### src/sv/dual_motor_p_position_control_unit_defines.svh
// ----------------------------------------------------------------------------
// Assertion macros for the dual motor position control unit
// Concurrent checks that compile away in synthesis builds.
// ----------------------------------------------------------------------------
`ifndef DUAL_MOTOR_P_POSITION_CONTROL_UNIT_DEFINES_SVH
`define DUAL_MOTOR_P_POSITION_CONTROL_UNIT_DEFINES_SVH

`ifndef SYNTHESIS
`define DMPC_ASSERT_IMP(lbl, c, r, ante, cons) \
  lbl: assert property (@(posedge c) disable iff (r) (ante) |-> (cons)) \
    else $error("dmpc assertion failed");
`define DMPC_ASSERT_NXT(lbl, c, r, ante, cons) \
  lbl: assert property (@(posedge c) disable iff (r) (ante) |=> (cons)) \
    else $error("dmpc assertion failed");
`else
`define DMPC_ASSERT_IMP(lbl, c, r, ante, cons)
`define DMPC_ASSERT_NXT(lbl, c, r, ante, cons)
`endif

`endif

### src/sv/dmpc_pkg.sv
// ----------------------------------------------------------------------------
// dmpc_pkg
// Shared types and constants of the dual motor position control unit.
// ----------------------------------------------------------------------------
`default_nettype none

package dmpc_pkg;

  localparam int CFG_DATA_WIDTH  = 16;
  localparam int CFG_INDEX_WIDTH = 3;
  localparam int ACTION_WIDTH    = 2;
  localparam int GAIN_WIDTH      = 8;
  localparam int HOLD_WIDTH      = 16;
  localparam int TARGET_WIDTH    = 16;

  localparam int RESET_GAIN      = 1;
  localparam int RESET_CURRENT   = 1023;
  localparam int RESET_HOLD      = 100;
  localparam int RESET_DUTY_MAX  = 255;

  typedef logic [ACTION_WIDTH-1:0]    action_t;
  typedef logic [CFG_INDEX_WIDTH-1:0] cfg_index_t;
  typedef logic [GAIN_WIDTH-1:0]      gain_t;
  typedef logic [HOLD_WIDTH-1:0]      hold_t;

  localparam action_t ACT_CONTROL = 2'd0;
  localparam action_t ACT_ENC_ONE = 2'd1;
  localparam action_t ACT_ENC_TWO = 2'd2;

  localparam cfg_index_t REG_GAIN_ONE      = 3'd0;
  localparam cfg_index_t REG_GAIN_TWO      = 3'd1;
  localparam cfg_index_t REG_CURRENT_LIMIT = 3'd2;
  localparam cfg_index_t REG_CURRENT_CUT   = 3'd3;
  localparam cfg_index_t REG_HOLD_TIME     = 3'd4;
  localparam cfg_index_t REG_DUTY_MAX_ONE  = 3'd5;
  localparam cfg_index_t REG_DUTY_MAX_TWO  = 3'd6;
  localparam cfg_index_t REG_SYNC_MODE     = 3'd7;

  typedef struct packed {
    logic reduce;
    logic cutoff;
  } trim_t;

endpackage

`default_nettype wire

### src/sv/dmpc_in_if.sv
// ----------------------------------------------------------------------------
// dmpc_in_if
// Input item channel: valid/ready handshake with encoder and control payload.
// ----------------------------------------------------------------------------
`default_nettype none

interface dmpc_in_if #(
  parameter int ADC_WIDTH = 10
);
  logic                                     valid;
  logic                                     ready;
  dmpc_pkg::action_t                        action;
  logic                                     enc_a;
  logic                                     enc_b;
  logic [ADC_WIDTH-1:0]                     current_ch0;
  logic [ADC_WIDTH-1:0]                     current_ch1;
  logic signed [dmpc_pkg::TARGET_WIDTH-1:0] target_one;
  logic signed [dmpc_pkg::TARGET_WIDTH-1:0] target_two;
  logic signed [dmpc_pkg::TARGET_WIDTH-1:0] target_common;

  modport source (
    output valid, action, enc_a, enc_b, current_ch0, current_ch1,
           target_one, target_two, target_common,
    input  ready
  );

  modport sink (
    input  valid, action, enc_a, enc_b, current_ch0, current_ch1,
           target_one, target_two, target_common,
    output ready
  );
endinterface

`default_nettype wire

### src/sv/dmpc_out_if.sv
// ----------------------------------------------------------------------------
// dmpc_out_if
// Result channel: valid/ready handshake with drive and position payload.
// ----------------------------------------------------------------------------
`default_nettype none

interface dmpc_out_if #(
  parameter int POS_WIDTH  = 16,
  parameter int DUTY_WIDTH = 8
);
  logic                        valid;
  logic                        ready;
  logic [DUTY_WIDTH-1:0]       duty_one;
  logic                        dir_one;
  logic [DUTY_WIDTH-1:0]       duty_two;
  logic                        dir_two;
  logic signed [POS_WIDTH-1:0] position_one;
  logic signed [POS_WIDTH-1:0] position_two;

  modport source (
    output valid, duty_one, dir_one, duty_two, dir_two, position_one, position_two,
    input  ready
  );

  modport sink (
    input  valid, duty_one, dir_one, duty_two, dir_two, position_one, position_two,
    output ready
  );
endinterface

`default_nettype wire

### src/sv/dual_motor_p_position_control_unit.sv
// ----------------------------------------------------------------------------
// dual_motor_p_position_control_unit
// Two-motor proportional position controller with encoder counters and
// cross-coupled over-current duty reduction.
// ----------------------------------------------------------------------------
// Every input item gives one result. An item is taken into an input register,
// worked through one pass of logic (one gain multiply per motor, trim and
// clamp) and moves on to the result register when that is empty or being
// drained; the unit takes a new item every clock as long as results are
// drained, but a waiting result that is not taken blocks the next item from
// entering a full input register. Encoder items step the position counters;
// control items set duty and direction, which the following non-control
// items repeat. Configuration writes take effect on the next clock.
`default_nettype none
`include "dual_motor_p_position_control_unit_defines.svh"

module dual_motor_p_position_control_unit #(
  parameter int POS_WIDTH  = 16,
  parameter int DUTY_WIDTH = 8,
  parameter int ADC_WIDTH  = 10
) (
  input  wire logic                                 clk,
  input  wire logic                                 rst,
  input  wire logic                                 cfg_wr_en,
  input  wire dmpc_pkg::cfg_index_t                 cfg_index,
  input  wire logic [dmpc_pkg::CFG_DATA_WIDTH-1:0]  cfg_data,
  dmpc_in_if.sink                                   in_ch,
  dmpc_out_if.source                                out_ch
);

  localparam int REF_WIDTH = (POS_WIDTH > dmpc_pkg::TARGET_WIDTH) ? POS_WIDTH :
                             dmpc_pkg::TARGET_WIDTH;

  dmpc_pkg::gain_t        gain_one;
  dmpc_pkg::gain_t        gain_two;
  logic [ADC_WIDTH-1:0]   current_limit;
  logic [ADC_WIDTH-1:0]   current_cutoff;
  dmpc_pkg::hold_t        hold_time;
  logic [DUTY_WIDTH-1:0]  duty_max_one;
  logic [DUTY_WIDTH-1:0]  duty_max_two;
  logic                   sync_mode;

  always_ff @(posedge clk) begin
    if (rst) begin
      gain_one       <= dmpc_pkg::GAIN_WIDTH'(dmpc_pkg::RESET_GAIN);
      gain_two       <= dmpc_pkg::GAIN_WIDTH'(dmpc_pkg::RESET_GAIN);
      current_limit  <= ADC_WIDTH'(dmpc_pkg::RESET_CURRENT);
      current_cutoff <= ADC_WIDTH'(dmpc_pkg::RESET_CURRENT);
      hold_time      <= dmpc_pkg::HOLD_WIDTH'(dmpc_pkg::RESET_HOLD);
      duty_max_one   <= DUTY_WIDTH'(dmpc_pkg::RESET_DUTY_MAX);
      duty_max_two   <= DUTY_WIDTH'(dmpc_pkg::RESET_DUTY_MAX);
      sync_mode      <= 1'b0;
    end else if (cfg_wr_en) begin
      case (cfg_index)
        dmpc_pkg::REG_GAIN_ONE:      gain_one       <= cfg_data[dmpc_pkg::GAIN_WIDTH-1:0];
        dmpc_pkg::REG_GAIN_TWO:      gain_two       <= cfg_data[dmpc_pkg::GAIN_WIDTH-1:0];
        dmpc_pkg::REG_CURRENT_LIMIT: current_limit  <= cfg_data[ADC_WIDTH-1:0];
        dmpc_pkg::REG_CURRENT_CUT:   current_cutoff <= cfg_data[ADC_WIDTH-1:0];
        dmpc_pkg::REG_HOLD_TIME:     hold_time      <= cfg_data[dmpc_pkg::HOLD_WIDTH-1:0];
        dmpc_pkg::REG_DUTY_MAX_ONE:  duty_max_one   <= cfg_data[DUTY_WIDTH-1:0];
        dmpc_pkg::REG_DUTY_MAX_TWO:  duty_max_two   <= cfg_data[DUTY_WIDTH-1:0];
        dmpc_pkg::REG_SYNC_MODE:     sync_mode      <= cfg_data[0];
        default: begin
        end
      endcase
    end
  end

  logic                                     s1_valid;
  dmpc_pkg::action_t                        s1_action;
  logic                                     s1_enc_a;
  logic                                     s1_enc_b;
  logic [ADC_WIDTH-1:0]                     s1_current_ch0;
  logic [ADC_WIDTH-1:0]                     s1_current_ch1;
  logic signed [dmpc_pkg::TARGET_WIDTH-1:0] s1_target_one;
  logic signed [dmpc_pkg::TARGET_WIDTH-1:0] s1_target_two;
  logic signed [dmpc_pkg::TARGET_WIDTH-1:0] s1_target_common;

  logic res_valid;
  logic advance;
  logic ctl_step;

  assign advance     = s1_valid && (!res_valid || out_ch.ready);
  assign ctl_step    = advance && (s1_action == dmpc_pkg::ACT_CONTROL);
  assign in_ch.ready = !s1_valid || advance;

  always_ff @(posedge clk) begin
    if (rst) begin
      s1_valid <= 1'b0;
    end else if (in_ch.ready) begin
      s1_valid <= in_ch.valid;
    end
  end

  always_ff @(posedge clk) begin
    if (in_ch.valid && in_ch.ready) begin
      s1_action        <= in_ch.action;
      s1_enc_a         <= in_ch.enc_a;
      s1_enc_b         <= in_ch.enc_b;
      s1_current_ch0   <= in_ch.current_ch0;
      s1_current_ch1   <= in_ch.current_ch1;
      s1_target_one    <= in_ch.target_one;
      s1_target_two    <= in_ch.target_two;
      s1_target_common <= in_ch.target_common;
    end
  end

  logic [POS_WIDTH-1:0] pos_one;
  logic [POS_WIDTH-1:0] pos_one_next;
  logic [POS_WIDTH-1:0] pos_two;
  logic [POS_WIDTH-1:0] pos_two_next;

  dmpc_enc_count #(.POS_WIDTH(POS_WIDTH)) u_enc_one (
    .clk      (clk),
    .rst      (rst),
    .step     (advance && (s1_action == dmpc_pkg::ACT_ENC_ONE) && s1_enc_a),
    .up       (!s1_enc_b),
    .pos      (pos_one),
    .pos_next (pos_one_next)
  );

  dmpc_enc_count #(.POS_WIDTH(POS_WIDTH)) u_enc_two (
    .clk      (clk),
    .rst      (rst),
    .step     (advance && (s1_action == dmpc_pkg::ACT_ENC_TWO) && s1_enc_a),
    .up       (s1_enc_b),
    .pos      (pos_two),
    .pos_next (pos_two_next)
  );

  dmpc_pkg::trim_t trim_one;
  dmpc_pkg::trim_t trim_two;

  dmpc_hold_timer #(.ADC_WIDTH(ADC_WIDTH)) u_hold_one (
    .clk       (clk),
    .rst       (rst),
    .step      (ctl_step),
    .current   (s1_current_ch0),
    .limit     (current_limit),
    .hold_time (hold_time),
    .reduce    (trim_two.reduce)
  );

  dmpc_hold_timer #(.ADC_WIDTH(ADC_WIDTH)) u_hold_two (
    .clk       (clk),
    .rst       (rst),
    .step      (ctl_step),
    .current   (s1_current_ch1),
    .limit     (current_limit),
    .hold_time (hold_time),
    .reduce    (trim_one.reduce)
  );

  assign trim_one.cutoff = s1_current_ch1 >= current_cutoff;
  assign trim_two.cutoff = s1_current_ch0 >= current_cutoff;

  logic signed [REF_WIDTH-1:0] ref_one;
  logic signed [REF_WIDTH-1:0] ref_two;

  assign ref_one = sync_mode ? REF_WIDTH'(s1_target_common) : REF_WIDTH'(s1_target_one);
  assign ref_two = sync_mode ? REF_WIDTH'($signed(pos_one)) : REF_WIDTH'(s1_target_two);

  logic [DUTY_WIDTH-1:0] duty_one_next;
  logic [DUTY_WIDTH-1:0] duty_two_next;
  logic                  neg_one;
  logic                  neg_two;

  dmpc_axis_drive #(.POS_WIDTH(POS_WIDTH), .DUTY_WIDTH(DUTY_WIDTH)) u_drive_one (
    .target   (ref_one),
    .position ($signed(pos_one)),
    .gain     (gain_one),
    .trim     (trim_one),
    .duty_max (duty_max_one),
    .duty     (duty_one_next),
    .negative (neg_one)
  );

  dmpc_axis_drive #(.POS_WIDTH(POS_WIDTH), .DUTY_WIDTH(DUTY_WIDTH)) u_drive_two (
    .target   (ref_two),
    .position ($signed(pos_two)),
    .gain     (gain_two),
    .trim     (trim_two),
    .duty_max (duty_max_two),
    .duty     (duty_two_next),
    .negative (neg_two)
  );

  logic [DUTY_WIDTH-1:0] res_duty_one;
  logic [DUTY_WIDTH-1:0] res_duty_two;
  logic                  res_dir_one;
  logic                  res_dir_two;
  logic [POS_WIDTH-1:0]  res_pos_one;
  logic [POS_WIDTH-1:0]  res_pos_two;

  always_ff @(posedge clk) begin
    if (rst) begin
      res_valid <= 1'b0;
    end else if (advance) begin
      res_valid <= 1'b1;
    end else if (out_ch.ready) begin
      res_valid <= 1'b0;
    end
  end

  // hold the applied drive across non-control items
  always_ff @(posedge clk) begin
    if (rst) begin
      res_duty_one <= '0;
      res_duty_two <= '0;
      res_dir_one  <= 1'b0;
      res_dir_two  <= 1'b0;
    end else if (ctl_step) begin
      res_duty_one <= duty_one_next;
      res_duty_two <= duty_two_next;
      res_dir_one  <= neg_one;
      res_dir_two  <= !neg_two;
    end
  end

  always_ff @(posedge clk) begin
    if (advance) begin
      res_pos_one <= pos_one_next;
      res_pos_two <= pos_two_next;
    end
  end

  assign out_ch.valid        = res_valid;
  assign out_ch.duty_one     = res_duty_one;
  assign out_ch.dir_one      = res_dir_one;
  assign out_ch.duty_two     = res_duty_two;
  assign out_ch.dir_two      = res_dir_two;
  assign out_ch.position_one = $signed(res_pos_one);
  assign out_ch.position_two = $signed(res_pos_two);

  `DMPC_ASSERT_NXT(a_drive_held, clk, rst, advance && (s1_action != dmpc_pkg::ACT_CONTROL), $stable(res_duty_one) && $stable(res_duty_two))
  `DMPC_ASSERT_NXT(a_cutoff_two, clk, rst, ctl_step && (s1_current_ch0 >= current_cutoff), res_duty_two == '0)
  `DMPC_ASSERT_NXT(a_clamp_one, clk, rst, ctl_step, res_duty_one <= $past(duty_max_one))
  `DMPC_ASSERT_IMP(a_ready_free, clk, rst, !res_valid, in_ch.ready)

endmodule

`default_nettype wire

### src/sv/dmpc_enc_count.sv
// ----------------------------------------------------------------------------
// dmpc_enc_count
// Wrapping up/down position counter stepped by encoder edges.
// ----------------------------------------------------------------------------
`default_nettype none

module dmpc_enc_count #(
  parameter int POS_WIDTH = 16
) (
  input  wire logic                 clk,
  input  wire logic                 rst,
  input  wire logic                 step,
  input  wire logic                 up,
  output logic [POS_WIDTH-1:0]      pos,
  output logic [POS_WIDTH-1:0]      pos_next
);

  always_comb begin
    pos_next = pos;
    if (step) begin
      pos_next = up ? pos + POS_WIDTH'(1) : pos - POS_WIDTH'(1);
    end
  end

  always_ff @(posedge clk) begin
    if (rst) begin
      pos <= '0;
    end else begin
      pos <= pos_next;
    end
  end

endmodule

`default_nettype wire

### src/sv/dmpc_hold_timer.sv
// ----------------------------------------------------------------------------
// dmpc_hold_timer
// Over-current hold timer; flags duty reduction once the hold time has run.
// ----------------------------------------------------------------------------
`default_nettype none

module dmpc_hold_timer #(
  parameter int ADC_WIDTH = 10
) (
  input  wire logic                 clk,
  input  wire logic                 rst,
  input  wire logic                 step,
  input  wire logic [ADC_WIDTH-1:0] current,
  input  wire logic [ADC_WIDTH-1:0] limit,
  input  wire dmpc_pkg::hold_t      hold_time,
  output logic                      reduce
);

  dmpc_pkg::hold_t count;
  dmpc_pkg::hold_t count_next;
  logic            over;
  logic            expired;

  assign over    = current >= limit;
  assign expired = count >= hold_time;
  assign reduce  = over && expired;

  always_comb begin
    count_next = count;
    if (step) begin
      if (over) begin
        if (!expired) begin
          count_next = count + dmpc_pkg::HOLD_WIDTH'(1);
        end
      end else if (expired) begin
        count_next = '0;
      end
    end
  end

  always_ff @(posedge clk) begin
    if (rst) begin
      count <= '0;
    end else begin
      count <= count_next;
    end
  end

endmodule

`default_nettype wire

### src/sv/dmpc_axis_drive.sv
// ----------------------------------------------------------------------------
// dmpc_axis_drive
// Proportional command for one motor: error times gain, magnitude and sign,
// current trim and duty clamp.
// ----------------------------------------------------------------------------
`default_nettype none

module dmpc_axis_drive #(
  parameter int POS_WIDTH  = 16,
  parameter int DUTY_WIDTH = 8
) (
  input  wire logic signed [((POS_WIDTH > dmpc_pkg::TARGET_WIDTH) ? POS_WIDTH :
                             dmpc_pkg::TARGET_WIDTH)-1:0] target,
  input  wire logic signed [POS_WIDTH-1:0]               position,
  input  wire dmpc_pkg::gain_t                           gain,
  input  wire dmpc_pkg::trim_t                           trim,
  input  wire logic [DUTY_WIDTH-1:0]                     duty_max,
  output logic [DUTY_WIDTH-1:0]                          duty,
  output logic                                           negative
);

  localparam int REF_WIDTH = (POS_WIDTH > dmpc_pkg::TARGET_WIDTH) ? POS_WIDTH :
                             dmpc_pkg::TARGET_WIDTH;
  localparam int ERR_WIDTH = REF_WIDTH + 1;
  localparam int PRD_WIDTH = ERR_WIDTH + dmpc_pkg::GAIN_WIDTH + 1;

  logic signed [ERR_WIDTH-1:0] err;
  logic signed [PRD_WIDTH-1:0] prod;
  logic [PRD_WIDTH-1:0]        mag;
  logic [PRD_WIDTH-1:0]        mag_trim;

  assign err      = ERR_WIDTH'(target) - ERR_WIDTH'(position);
  assign prod     = PRD_WIDTH'(err) * PRD_WIDTH'($signed({1'b0, gain}));
  assign negative = prod[PRD_WIDTH-1];
  assign mag      = negative ? PRD_WIDTH'(-prod) : PRD_WIDTH'(prod);

  always_comb begin
    mag_trim = mag;
    if (trim.reduce && (mag != '0)) begin
      mag_trim = mag - PRD_WIDTH'(1);
    end
    if (trim.cutoff) begin
      mag_trim = '0;
    end
  end

  assign duty = (mag_trim <= PRD_WIDTH'(duty_max)) ? DUTY_WIDTH'(mag_trim) : duty_max;

endmodule

`default_nettype wire

### src/flat_wrapper.sv
// flat-port wrapper written by rule: the top's interface ports become plain ports
module dual_motor_p_position_control_unit_flat 
#(
  parameter int POS_WIDTH  = 16,
  parameter int DUTY_WIDTH = 8,
  parameter int ADC_WIDTH  = 10
)
  (clk, rst, cfg_wr_en, cfg_index, cfg_data, in_ch_valid, in_ch_action, in_ch_enc_a, in_ch_enc_b, in_ch_current_ch0, in_ch_current_ch1, in_ch_target_one, in_ch_target_two, in_ch_target_common, in_ch_ready, out_ch_valid, out_ch_duty_one, out_ch_dir_one, out_ch_duty_two, out_ch_dir_two, out_ch_position_one, out_ch_position_two, out_ch_ready);
  dmpc_in_if #(.ADC_WIDTH(ADC_WIDTH)) in_ch_i ();
  dmpc_out_if #(.POS_WIDTH(POS_WIDTH), .DUTY_WIDTH(DUTY_WIDTH)) out_ch_i ();
  input  wire logic clk;
  input  wire logic rst;
  input  wire logic cfg_wr_en;
  input  wire dmpc_pkg::cfg_index_t cfg_index;
  input  wire logic [dmpc_pkg::CFG_DATA_WIDTH-1:0] cfg_data;
  input wire logic [$bits(in_ch_i.valid)-1:0] in_ch_valid;
  input wire logic [$bits(in_ch_i.action)-1:0] in_ch_action;
  input wire logic [$bits(in_ch_i.enc_a)-1:0] in_ch_enc_a;
  input wire logic [$bits(in_ch_i.enc_b)-1:0] in_ch_enc_b;
  input wire logic [$bits(in_ch_i.current_ch0)-1:0] in_ch_current_ch0;
  input wire logic [$bits(in_ch_i.current_ch1)-1:0] in_ch_current_ch1;
  input wire logic [$bits(in_ch_i.target_one)-1:0] in_ch_target_one;
  input wire logic [$bits(in_ch_i.target_two)-1:0] in_ch_target_two;
  input wire logic [$bits(in_ch_i.target_common)-1:0] in_ch_target_common;
  output wire logic [$bits(in_ch_i.ready)-1:0] in_ch_ready;
  output wire logic [$bits(out_ch_i.valid)-1:0] out_ch_valid;
  output wire logic [$bits(out_ch_i.duty_one)-1:0] out_ch_duty_one;
  output wire logic [$bits(out_ch_i.dir_one)-1:0] out_ch_dir_one;
  output wire logic [$bits(out_ch_i.duty_two)-1:0] out_ch_duty_two;
  output wire logic [$bits(out_ch_i.dir_two)-1:0] out_ch_dir_two;
  output wire logic [$bits(out_ch_i.position_one)-1:0] out_ch_position_one;
  output wire logic [$bits(out_ch_i.position_two)-1:0] out_ch_position_two;
  input wire logic [$bits(out_ch_i.ready)-1:0] out_ch_ready;
  assign in_ch_i.valid = in_ch_valid;
  assign in_ch_i.action = in_ch_action;
  assign in_ch_i.enc_a = in_ch_enc_a;
  assign in_ch_i.enc_b = in_ch_enc_b;
  assign in_ch_i.current_ch0 = in_ch_current_ch0;
  assign in_ch_i.current_ch1 = in_ch_current_ch1;
  assign in_ch_i.target_one = in_ch_target_one;
  assign in_ch_i.target_two = in_ch_target_two;
  assign in_ch_i.target_common = in_ch_target_common;
  assign in_ch_ready = in_ch_i.ready;
  assign out_ch_valid = out_ch_i.valid;
  assign out_ch_duty_one = out_ch_i.duty_one;
  assign out_ch_dir_one = out_ch_i.dir_one;
  assign out_ch_duty_two = out_ch_i.duty_two;
  assign out_ch_dir_two = out_ch_i.dir_two;
  assign out_ch_position_one = out_ch_i.position_one;
  assign out_ch_position_two = out_ch_i.position_two;
  assign out_ch_i.ready = out_ch_ready;
  dual_motor_p_position_control_unit #(.POS_WIDTH(POS_WIDTH), .DUTY_WIDTH(DUTY_WIDTH), .ADC_WIDTH(ADC_WIDTH)) u_core (.clk(clk), .rst(rst), .cfg_wr_en(cfg_wr_en), .cfg_index(cfg_index), .cfg_data(cfg_data), .in_ch(in_ch_i), .out_ch(out_ch_i));
endmodule
### config.mk
export PLATFORM = sky130hd
export DESIGN_NAME = dual_motor_p_position_control_unit_flat
export DESIGN_NICKNAME = d
export VERILOG_FILES = /design/src/sv/dmpc_pkg.sv /design/src/sv/dmpc_in_if.sv /design/src/sv/dmpc_out_if.sv /design/src/sv/dual_motor_p_position_control_unit.sv /design/src/sv/dmpc_enc_count.sv /design/src/sv/dmpc_hold_timer.sv /design/src/sv/dmpc_axis_drive.sv /design/src/flat_wrapper.sv
export VERILOG_INCLUDE_DIRS = /design/src /design/src/sv
export SDC_FILE = /design/constraint.sdc
export NUM_CORES = 1
export LEC_CHECK = 0
export BUFFER_PORTS_ARGS = -buffer_cell sky130_fd_sc_hd__buf_4
export CAP_MARGIN = 10
export CORE_ASPECT_RATIO = 0.5
export CORE_MARGIN = 1.5
export CORE_UTILIZATION = 50
export CTS_BUF_LIST = sky130_fd_sc_hd__clkbuf_16
export CTS_CLUSTER_DIAMETER = 100
export CTS_CLUSTER_SIZE = 40
export DETAILED_ROUTE_END_ITERATION = 16
export GPL_TIMING_DRIVEN = 0
export PLACE_DENSITY = 0.8
export SKIP_CTS_REPAIR_TIMING = 1
export SLEW_MARGIN = 40
export SYNTH_ARGS = -nofsm -noshare
export SYNTH_HDL_FRONTEND = slang
export SYNTH_SLANG_ARGS = --single-unit
### constraint.sdc
create_clock -name clk -period 12.2 [get_ports clk]
set_clock_uncertainty 0.15 [all_clocks]
set_input_delay 0.61 -clock clk [delete_from_list [all_inputs] [get_ports clk]]
set_output_delay 0.61 -clock clk [all_outputs]
set_load 0.03 [all_outputs]
=== Word-level counts from Yosys, hierarchy flattened ===
Cells that the tools add are included.

* Bits in registers: 257

* Reduce and logical (&&, ||, !) cells: 33
* Magnitude comparators: 8
* $add $sub $neg: 12
* Muxes and demuxes: 22
* $mul: 2
* Eq/ne operators: 11

{| class="wikitable"
|+ Operator list
! operator !! count
|-
| $mux 16 || 12
|-
| $mux 26 || 6
|-
| $add 16x1->16 const B || 4
|-
| $le 26x8->1 || 2
|-
| $mul 17x9->26 || 2
|-
| $neg 26->26 || 2
|-
| $reduce_bool 26->1 || 2
|-
| $sub 26x1->26 const B || 2
|-
| $ge 10x10->1 || 4
|-
| $sub 16x16->17 || 2
|-
| $ge 16x16->1 || 2
|-
| $sub 16x1->16 const B || 2
|-
| $mux 8 || 2
|-
| $reduce_and 2->1 || 8
|-
| $eq 3x3->1 const B || 4
|-
| $logic_and 1x1->1 || 11
|-
| $eq 3x2->1 const B || 2
|-
| $reduce_and 3->1 || 2
|-
| $reduce_bool 2->1 || 3
|-
| $ne 2x2->1 const B || 2
|-
| $eq 3x1->1 const B || 1
|-
| $logic_not 1->1 || 3
|-
| $logic_not 3->1 || 1
|-
| $eq 2x1->1 const B || 1
|-
| 4 further kinds || 6
|}

=== Depth between registers and ports, before layout ===
Gate-level depths: netlist (run 1).

* Depth after elaboration: 11
* Depth in mapped cells: 65
* Mapped depth without buffers: 58

=== Modules after synthesis ===
A second synthesis (run 1) with hierarchy kept.

* Cell total of the unflattened synthesis: 3395
* Area, all modules: 28900.2 um^2

{| class="wikitable"
|+ Modules (own cells, without submodules)
! module !! area an instance (um^2) !! times used !! cells an instance
|-
| dmpc_axis_drive (u_core.u_drive_two) || 8157.8 || 1 || 1110
|-
| dmpc_axis_drive (u_core.u_drive_one) || 7857.5 || 1 || 1039
|-
| dual_motor_p_position_control_unit || 7307.0 || 1 || 566
|-
| dmpc_hold_timer || 1417.6 || 2 || 170
|-
| dmpc_enc_count || 1371.3 || 2 || 170
|}

=== Worst setup path before layout (run 1) ===
OpenSTA, ideal clock, no wires.

* Path kind: register to register
* Start: register u_core.sync_mode
* End: register u_core.res_duty_two[5], in the netlist u_core.out_ch.duty_two[5]
* Data arrival time: 12.658 ns
* Path buffers: 8
* Path slack: -0.699 ns
* Period minus slack after synthesis: 12.899 ns
* Stages on the path, launching flop included: 64
* Path through: dfxtp_1 clkbuf_1 clkbuf_1 mux2_2 ha_1 a21oi_1 o21ai_0 a31oi_1 nor2b_1 o21a_1 o21a_1 o21ai_0 a21boi_0 o21ai_0 nand2b_1 a21o_1 a21o_1 a211oi_1 [28 not listed] a211oi_1 ha_1 nor2b_1 o21ai_0 nand2b_1 a21oi_1 nor2b_1 o21ai_0 nand2b_1 a21oi_1 nor2b_1 o22ai_1 nand4_1 a2111oi_0 nand4_1 buf_2 or3_1 a311oi_1

* Cells in the longest elaborated chain, start to end: 11
* Elaborated cells on any way between the ends: 12
* Classes of those cells: add/sub: 3; mul: 1; order compare: 1; mux: 5; reduce/logical: 2

{| class="wikitable"
|+ Ends and longest elaborated chain
! what !! RTL line !! RTL
|-
| from (decl) || dual_motor_p_position_control_unit.sv:41 || <nowiki>logic sync_mode;</nowiki>
|-
| from (signal assigned) || dual_motor_p_position_control_unit.sv:62 || <nowiki>dmpc_pkg::REG_SYNC_MODE: sync_mode <= cfg_data[0];</nowiki>
|-
| $mux 16 * || dual_motor_p_position_control_unit.sv:161 || <nowiki>assign ref_two = sync_mode ? REF_WIDTH'($signed(pos_one)) : REF_WIDTH'(s1_target_two);</nowiki>
|-
| $sub 16x16->17 * || dmpc_axis_drive.sv:32 || <nowiki>assign err = ERR_WIDTH'(target) - ERR_WIDTH'(position);</nowiki>
|-
| $mul 17x9->26 * || dmpc_axis_drive.sv:33 || <nowiki>assign prod = PRD_WIDTH'(err) * PRD_WIDTH'($signed({1'b0, gain}));</nowiki>
|-
| $neg 26->26 || dmpc_axis_drive.sv:35 || <nowiki>assign mag = negative ? PRD_WIDTH'(-prod) : PRD_WIDTH'(prod);</nowiki>
|-
| $mux 26 * || dmpc_axis_drive.sv:35 ||
|-
| parallel branches: the longest is 2 deep, another holds $sub 26x1->26 || - ||
|-
| $mux 26 * || dmpc_axis_drive.sv:39 || <nowiki>if (trim.reduce && (mag != '0)) begin</nowiki>
|-
| $mux 26 * || dmpc_axis_drive.sv:42 || <nowiki>if (trim.cutoff) begin</nowiki>
|-
| $le 26x8->1 || dmpc_axis_drive.sv:47 || <nowiki>assign duty = (mag_trim <= PRD_WIDTH'(duty_max)) ? DUTY_WIDTH'(mag_trim) : duty_max;</nowiki>
|-
| $mux 8 * || dmpc_axis_drive.sv:47 ||
|-
| to (signal assigned) || dual_motor_p_position_control_unit.sv:214 || <nowiki>res_duty_two <= duty_two_next;</nowiki>
|-
| to (decl) || dual_motor_p_position_control_unit.sv:189 || <nowiki>logic [DUTY_WIDTH-1:0] res_duty_two;</nowiki>
|}

Every way passes the cells marked *.
A chain may end at the register's enable or synchronous reset.

=== Final worst setup path (run 1) ===
* Start: register u_core.sync_mode
* End: register u_core.res_duty_two[3], in the netlist u_core.out_ch.duty_two[3]

The elaborated chain is that of the path after synthesis.

==> results of run 1 <==
[path summary, 6_finish.rpt]
| path | start | endpoint | slack, ps | depth (start not counted) |
|---|---|---|---|---|
| worst max-delay path | u_core.sync_mode$_SDFFE_PP0P_ | u_core.out_ch.duty_two[3]$_SDFFE_PP0P_ | -60 | 58 |
| worst min register to register | u_core.hold_time[10]$_SDFFE_PP0P_ | u_core.hold_time[10]$_SDFFE_PP0P_ | 320 | 2 |
| worst max register to register | u_core.sync_mode$_SDFFE_PP0P_ | u_core.out_ch.duty_two[3]$_SDFFE_PP0P_ | -60 | 58 |
| worst min-delay path | in_ch_target_two[0] | u_core.s1_target_two[0]$_DFFE_PP_ | 120 | 1 |
[sequential cells by signal, summed over array words and instances, names as in the netlist, 10 cells and up]
| name | count |
|---|---|
| u_core.current_cutoff | 10 |
| u_core.current_limit | 10 |
| u_core.hold_time | 16 |
| u_core.out_ch.position_one | 16 |
| u_core.out_ch.position_two | 16 |
| u_core.s1_current_ch0 | 10 |
| u_core.s1_current_ch1 | 10 |
| u_core.s1_target_common | 16 |
| u_core.s1_target_one | 16 |
| u_core.s1_target_two | 16 |
| u_core.u_enc_one.pos | 16 |
| u_core.u_enc_two.pos | 16 |
| u_core.u_hold_one.count | 16 |
| u_core.u_hold_two.count | 16 |
[per-layer routing]
layer	up-vias	share of wire, %
li1	12020	-
met1	12480	42
met2	927	50
met3	174	5.3
met4	0	3.3
met5	-	0
[stage by stage]
step	worst slack, ps	TNS [ps]
final	-64.81	-82.19
after global routing	-664.2	-7808
after CTS	-2866	-40430
after detailed placement	-2783	-39210
after global placement	-2566	-34760
after floorplan	23.34	0
[final cells by class]
class | count | area, um2 | share of cell area (%)
clock buffer | 11 | 275.3 | 0.8112
multi-input combinational | 2539 | 22010 | 64.88
clock inverter | 6 | 77.57 | 0.2286
tap | 756 | 945.9 | 2.788
buffer | 120 | 606.8 | 1.788
timing repair buffer | 263 | 2152 | 6.342
antenna | 8 | 20.02 | 0.05900
inverter | 439 | 1650 | 4.864
sequential | 257 | 6190 | 18.24
[cells in the final DEF (no fill, tap or decap), drive strengths merged, types with 33 or more instances in the layout]
cell type	instances
dfxtp	153
nor3	61
and2	114
nand3	73
a21oi	138
nor2	217
o211ai	41
fa	220
nor2b	110
buf	289
edfxtp	104
a211o	41
o21ai	124
xor2	51
nand2b	41
inv	443
xnor2	101
clkbuf	105
nand2	389
mux2	36
ha	268
nand4	33
a21o	58
[power by group through the flow]
stage	combinational, mW	clock, mW	sequential (mW)
floorplan	1.05	0	0.970
global placement	1.35	0	0.960
detailed placement	1.39	0	0.960
CTS	1.40	0.469	0.941
global route	1.87	0.497	0.944
finish	1.71	0.468	0.942
[logic make-up (layout without fill, tap and decap cells)]
kind of cell	after synthesis	after routing	synth area share, %
mux	63	63	2.371
other cells	0	8	0
xor+xnor	153	153	4.751
buf+inv	571	839	7.559
simple gates	1208	1208	21.34
compound gates	627	627	15.31
flops	257	257	21.59
fa+ha+maj	488	488	27.07
==> impl_metrics.env, run 1 <==
export IMPL_outcome="finished, violations left"
export IMPL_violations="negative setup slack"
export IMPL_wire_per_inst_um=17.89
export IMPL_drv_cap=0
export IMPL_std_cell_rows=61
export IMPL_power_frac_clock_pct=15.0
export IMPL_synth_edf_count=104
export IMPL_cts_htree_levels=1
export IMPL_critical_path_slowest_cell="fa_1"
export IMPL_die_area_um2=58840
export IMPL_synth_ff_type="dfxtp_1"
export IMPL_final_cell_area_um2=33930
export IMPL_min_period_ps=12260
export IMPL_drt_iter0_drc=2126
export IMPL_dr_pass1_iters=6
export IMPL_grt_pass1_vias=24520
export IMPL_clock_latency_ps=510
export IMPL_grt_busiest_layer="met2"
export IMPL_die_x_um=341.6
export IMPL_cts_sinks=257
export IMPL_antenna_found_initial=6
export IMPL_synth_distinct_cells=110
export IMPL_routed_wl_mm=78.68
export IMPL_ir_drop_v=0.00008511
export IMPL_p_int_mw=1.797
export IMPL_syn_num_nets=3951
export IMPL_arrival_ps=12500
export IMPL_drcViolationCount=0
export IMPL_power_total_mw=3.116
export IMPL_cp_required_ps=12440
export IMPL_yosysMostFrequentCell="inv_1"
export IMPL_io_pins=148
export IMPL_hold_viol_final=0
export IMPL_rsz0062_at_grt="yes"
export IMPL_grt_usage_pct=24.86
export IMPL_cts_root_buf="clkbuf_16"
export IMPL_clk_pin_slew_worst_paths_ps=140
export IMPL_start_util_pct=51.08
export IMPL_place_hpwl_mm=59.27
export IMPL_avgViaCountPerCell=5.821
export IMPL_synthesis_area_um2=28650
export IMPL_ys_top_cells_by_count="439 x inv_1, 389 x nand2_1, 268 x ha_1"
export IMPL_die_height_um=172.3
export IMPL_vias=25610
export IMPL_fin_ws_ps=-64.81
export IMPL_grt_max_degree=42
export IMPL_fin_util_pct=60.49
export IMPL_dp_cells=4268
export IMPL_ys_async_sr_fraction_pct=0
export IMPL_whs_ps=121.2
export IMPL_startpoint_type="flop"
export IMPL_gp_congestion=0.9377
export IMPL_syn_area_per_cell_um2=8.510
export IMPL_power_leakage_nw=14.97
export IMPL_layout_drive_gt1_share_pct=17.14
export IMPL_synthTopCellsByArea="fa_1 15%, ha_1 12%, edfxtp_1 11%"
export IMPL_yosysTopAreaCell="fa_1"
export IMPL_area_delta_synth_final_pct=18.42
export IMPL_path_buf_inv=10
export IMPL_switching_share_pct=42.33
export IMPL_placed_area_um2=30820
export IMPL_max_stage_delay_ps=530
export IMPL_cts_tree="yes"
export IMPL_grt_met1_usage_pct=31.97
export IMPL_nFillCells=4524
export IMPL_timing_fmax_mhz=81.53
export IMPL_crit_family="compound AO/OA/AOI/OAI gates"
export IMPL_hold_path_class="in2reg"
export IMPL_slew_headroom_pct=44.10
export IMPL_use_met3_pct=1.880
export IMPL_finalCritPeriodShare_pct=100.5
export IMPL_cts_inserted_buffers=11
export IMPL_crit_path_end_kind="flop"
export IMPL_use_met2_pct=44.04
export IMPL_clk_path_buf_depth=3
export IMPL_core_area_um2=56100
export IMPL_yosysWarnings=0
export IMPL_seq_area_frac_synth_pct=21.59
export IMPL_cp_max_fo=7
export IMPL_tightestPinTransition_ps=832.5
export IMPL_ant_nets=0
export IMPL_power_net_switching_mw=1.319
export IMPL_power_density_nw_per_um2=91.85
export IMPL_final_instance_count_excl_fill=4399
export IMPL_power_share_combinational_pct=54.8
export IMPL_port_buffers=143
export IMPL_synthCells=3367
export IMPL_yosys_area_top_type_share_pct=15.37
export IMPL_pwr_share_seq_pct=30.2
export IMPL_finalMaxSlewViolations=0
export IMPL_setup_viol=2
export IMPL_crit_type="reg2reg"
export IMPL_grt_pass1_wl_mm=120.5
export IMPL_grt_overflow=0
export IMPL_nets=4215
export IMPL_ys_seq_elements=257
Power figures use the tool's default switching activity.
==> run 2, diff against run 1 <==
--- a/config.mk
+++ b/config.mk
@@ -16,7 +16,7 @@
 export CTS_CLUSTER_SIZE = 40
 export DETAILED_ROUTE_END_ITERATION = 16
 export GPL_TIMING_DRIVEN = 0
-export PLACE_DENSITY = 0.8
+export PLACE_DENSITY = 0.77
 export SKIP_CTS_REPAIR_TIMING = 1
 export SLEW_MARGIN = 40
 export SYNTH_ARGS = -nofsm -noshare
==> constraint.sdc (replaced) <==
create_clock -name clk -period 12.5 [get_ports clk]
set_clock_uncertainty 0.15 [all_clocks]
set_input_delay 0.625 -clock clk [delete_from_list [all_inputs] [get_ports clk]]
set_output_delay 0.625 -clock clk [all_outputs]
set_load 0.03 [all_outputs]
==> run 2 against run 1 <==
The run now ends clean; count of clock-buffer cells in the layout did not move; die area did not move; hold slack improved by 17 ps; setup slack improved by 230 ps; critical endpoint unchanged.
==> impl_metrics.env, run 2 (synthesis results as in run 1) <==
export IMPL_timing_fmax_mhz=81.08
export IMPL_critical_path_slowest_cell="or4_4"
export IMPL_cp_required_ps=12770
export IMPL_cp_max_fo=9
export IMPL_power_frac_clock_pct=15.0
export IMPL_place_hpwl_mm=58.96
export IMPL_power_net_switching_mw=1.252
export IMPL_startpoint_type="flop"
export IMPL_whs_path_depth=1
export IMPL_finalMaxSlewViolations=0
export IMPL_holdCritStartpoint="in_ch_current_ch0[4]"
export IMPL_nets=4196
export IMPL_max_stage_delay_ps=580
export IMPL_drt_met1_wl_mm=33.34
export IMPL_power_leakage_nw=14.74
export IMPL_cts_root_buf="clkbuf_16"
export IMPL_drt_iter0_drc=1921
export IMPL_min_period_ps=12330
export IMPL_crit_path_end_kind="flop"
export IMPL_clock_latency_ps=500
export IMPL_routed_wl_met3_mm=3.819
export IMPL_start_util_pct=51.08
export IMPL_cts_tree="yes"
export IMPL_layout_drive_gt1_share_pct=15.60
export IMPL_die_x_um=341.6
export IMPL_p_int_mw=1.716
export IMPL_grt_overflow=0
export IMPL_avgViaCountPerCell=5.749
export IMPL_tightestPinTransition_ps=825.6
export IMPL_final_instance_count_excl_fill=4373
export IMPL_die_area_um2=58840
export IMPL_rsz0062_at_grt="yes"
export IMPL_grt_max_degree=42
export IMPL_final_common_cell="inv_1"
export IMPL_grt_pass1_wl_mm=118.9
export IMPL_rr_startpoint="u_core.sync_mode$_SDFFE_PP0P_"
export IMPL_min_to="u_core.s1_current_ch0[4]$_DFFE_PP_"
export IMPL_wire_per_inst_um=17.71
export IMPL_crit_type="reg2reg"
export IMPL_hold_viol_final=0
export IMPL_ir_drop_v=0.00008384
export IMPL_drv_cap=0
export IMPL_switching_share_pct=42.19
export IMPL_cts_sinks=257
export IMPL_routed_wl_mm=77.44
export IMPL_met2_length_mm=38.65
export IMPL_io_pins=148
export IMPL_cts_inserted_buffers=11
export IMPL_power_density_nw_per_um2=88.82
export IMPL_area_delta_synth_final_pct=16.61
export IMPL_cts_htree_levels=1
export IMPL_antenna_found_initial=1
export IMPL_power_share_combinational_pct=54.1
export IMPL_grt_pass1_vias=23650
export IMPL_reg2reg_depth=61
export IMPL_finalCritPeriodShare_pct=98.67
export IMPL_grt_usage_pct=24.77
export IMPL_arrival_ps=12600
export IMPL_vias=25140
export IMPL_routed_top_layer="met4"
export IMPL_ff2ff_setup_slack_ps=170
export IMPL_pwr_share_seq_pct=30.9
export IMPL_setup_viol=0
export IMPL_gp_congestion=0.9114
export IMPL_slew_headroom_pct=44.72
export IMPL_hold_path_class="in2reg"
export IMPL_finalSetupTns_ps=0
export IMPL_dp_cells=4268
export IMPL_core_area_um2=56100
export IMPL_std_cell_rows=61
export IMPL_dr_pass1_iters=6
export IMPL_port_buffers=143
export IMPL_dp_slack_ps=-2875
export IMPL_layout_common_cells="433 x inv_1, 372 x nand2_1, 238 x ha_1"
export IMPL_ant_nets=0
export IMPL_clk_path_buf_depth=3
export IMPL_die_height_um=172.3
export IMPL_clk_pin_slew_worst_paths_ps=140
export IMPL_outcome="completed"
export IMPL_reg2reg_to="u_core.out_ch.duty_two[3]$_SDFFE_PP0P_"
export IMPL_drcViolationCount=0
export IMPL_fin_ws_ps=166.3
-- run 2: cell count changes in the layout (fill, tap and decap cells not counted), moves of 4 or more --
cell      change
a21oi_1       +6
a21oi_2       -5
a311oi_1      +4
a311oi_2      -5
buf_12        -4
buf_4        -13
buf_6         -6
diode_2       -7
inv_1         +5
xor2_1        +4
-- run 2: final cells by class --
| type | instances | area, um2 |
|---|---|---|
| Multi-Input combinational cell | 2540 | 21790 |
| Clock buffer | 11 | 275.3 |
| Clock inverter | 6 | 57.56 |
| Antenna cell | 1 | 2.502 |
| Tap cell | 756 | 945.9 |
| Timing Repair Buffer | 244 | 1929 |
| Sequential cell | 257 | 6190 |
| Buffer | 119 | 570.5 |
| Fill cell | 4695 | 22680 |
| Inverter | 439 | 1648 |
-- run 2: power by group through the flow --
stage | logic [mW] | clock network (mW) | registers [mW]
3_3_place_gp | 1.32 | 0 | 0.936
5_1_grt | 1.76 | 0.474 | 0.921
4_1_cts | 1.37 | 0.448 | 0.917
3_5_place_dp | 1.36 | 0 | 0.936
6_report | 1.61 | 0.444 | 0.918
2_1_floorplan | 1.02 | 0 | 0.947
-- run 2: per-layer routing --
layer | track usage, % | vias to the layer above
li1 | - | 11950
met4 | 6.106 | 0
met5 | 0 | -
met1 | 32.53 | 12260
met2 | 44.72 | 809
met3 | 1.594 | 115
-- run 2: worst max-delay path by stage --
stage                                       start                                      to  depth (start not counted)
finish              u_core.sync_mode$_SDFFE_PP0P_  u_core.out_ch.duty_two[3]$_SDFFE_PP0P_                         61
global route        u_core.sync_mode$_SDFFE_PP0P_  u_core.out_ch.duty_two[3]$_SDFFE_PP0P_                         56
CTS                 u_core.sync_mode$_SDFFE_PP0P_  u_core.out_ch.duty_two[5]$_SDFFE_PP0P_                         64
detailed placement  u_core.sync_mode$_SDFFE_PP0P_  u_core.out_ch.duty_two[5]$_SDFFE_PP0P_                         64
global placement    u_core.sync_mode$_SDFFE_PP0P_  u_core.out_ch.duty_two[5]$_SDFFE_PP0P_                         62
floorplan           u_core.sync_mode$_SDFFE_PP0P_  u_core.out_ch.duty_two[5]$_SDFFE_PP0P_                         63
-- run 2: critical path, delay by kind of cell (launching register included) --
kind,cells,cell delay [ps]
compound gates,23,4070
fa+ha+maj,8,3130
buf+inv,11,1270
flops,1,390
mux,2,560
simple gates,17,2650
-- run 2: per-stage QoR --
| step | util (%) | power, mW | hold slack, ps | cell area (um2) |
|---|---|---|---|---|
| 4_1_cts | 55.42 | 2.732 | 134.7 | 31090 |
| 3_5_place_dp | 54.82 | 2.297 | 297.2 | 30750 |
| 6_report | 59.56 | 2.968 | 138.1 | 33410 |
| 2_1_floorplan | - | 1.964 | 286.3 | 28660 |
| 3_3_place_gp | 54.70 | 2.260 | 291.4 | 30680 |
| 5_1_grt | 59.56 | 3.155 | 126.8 | 33410 |
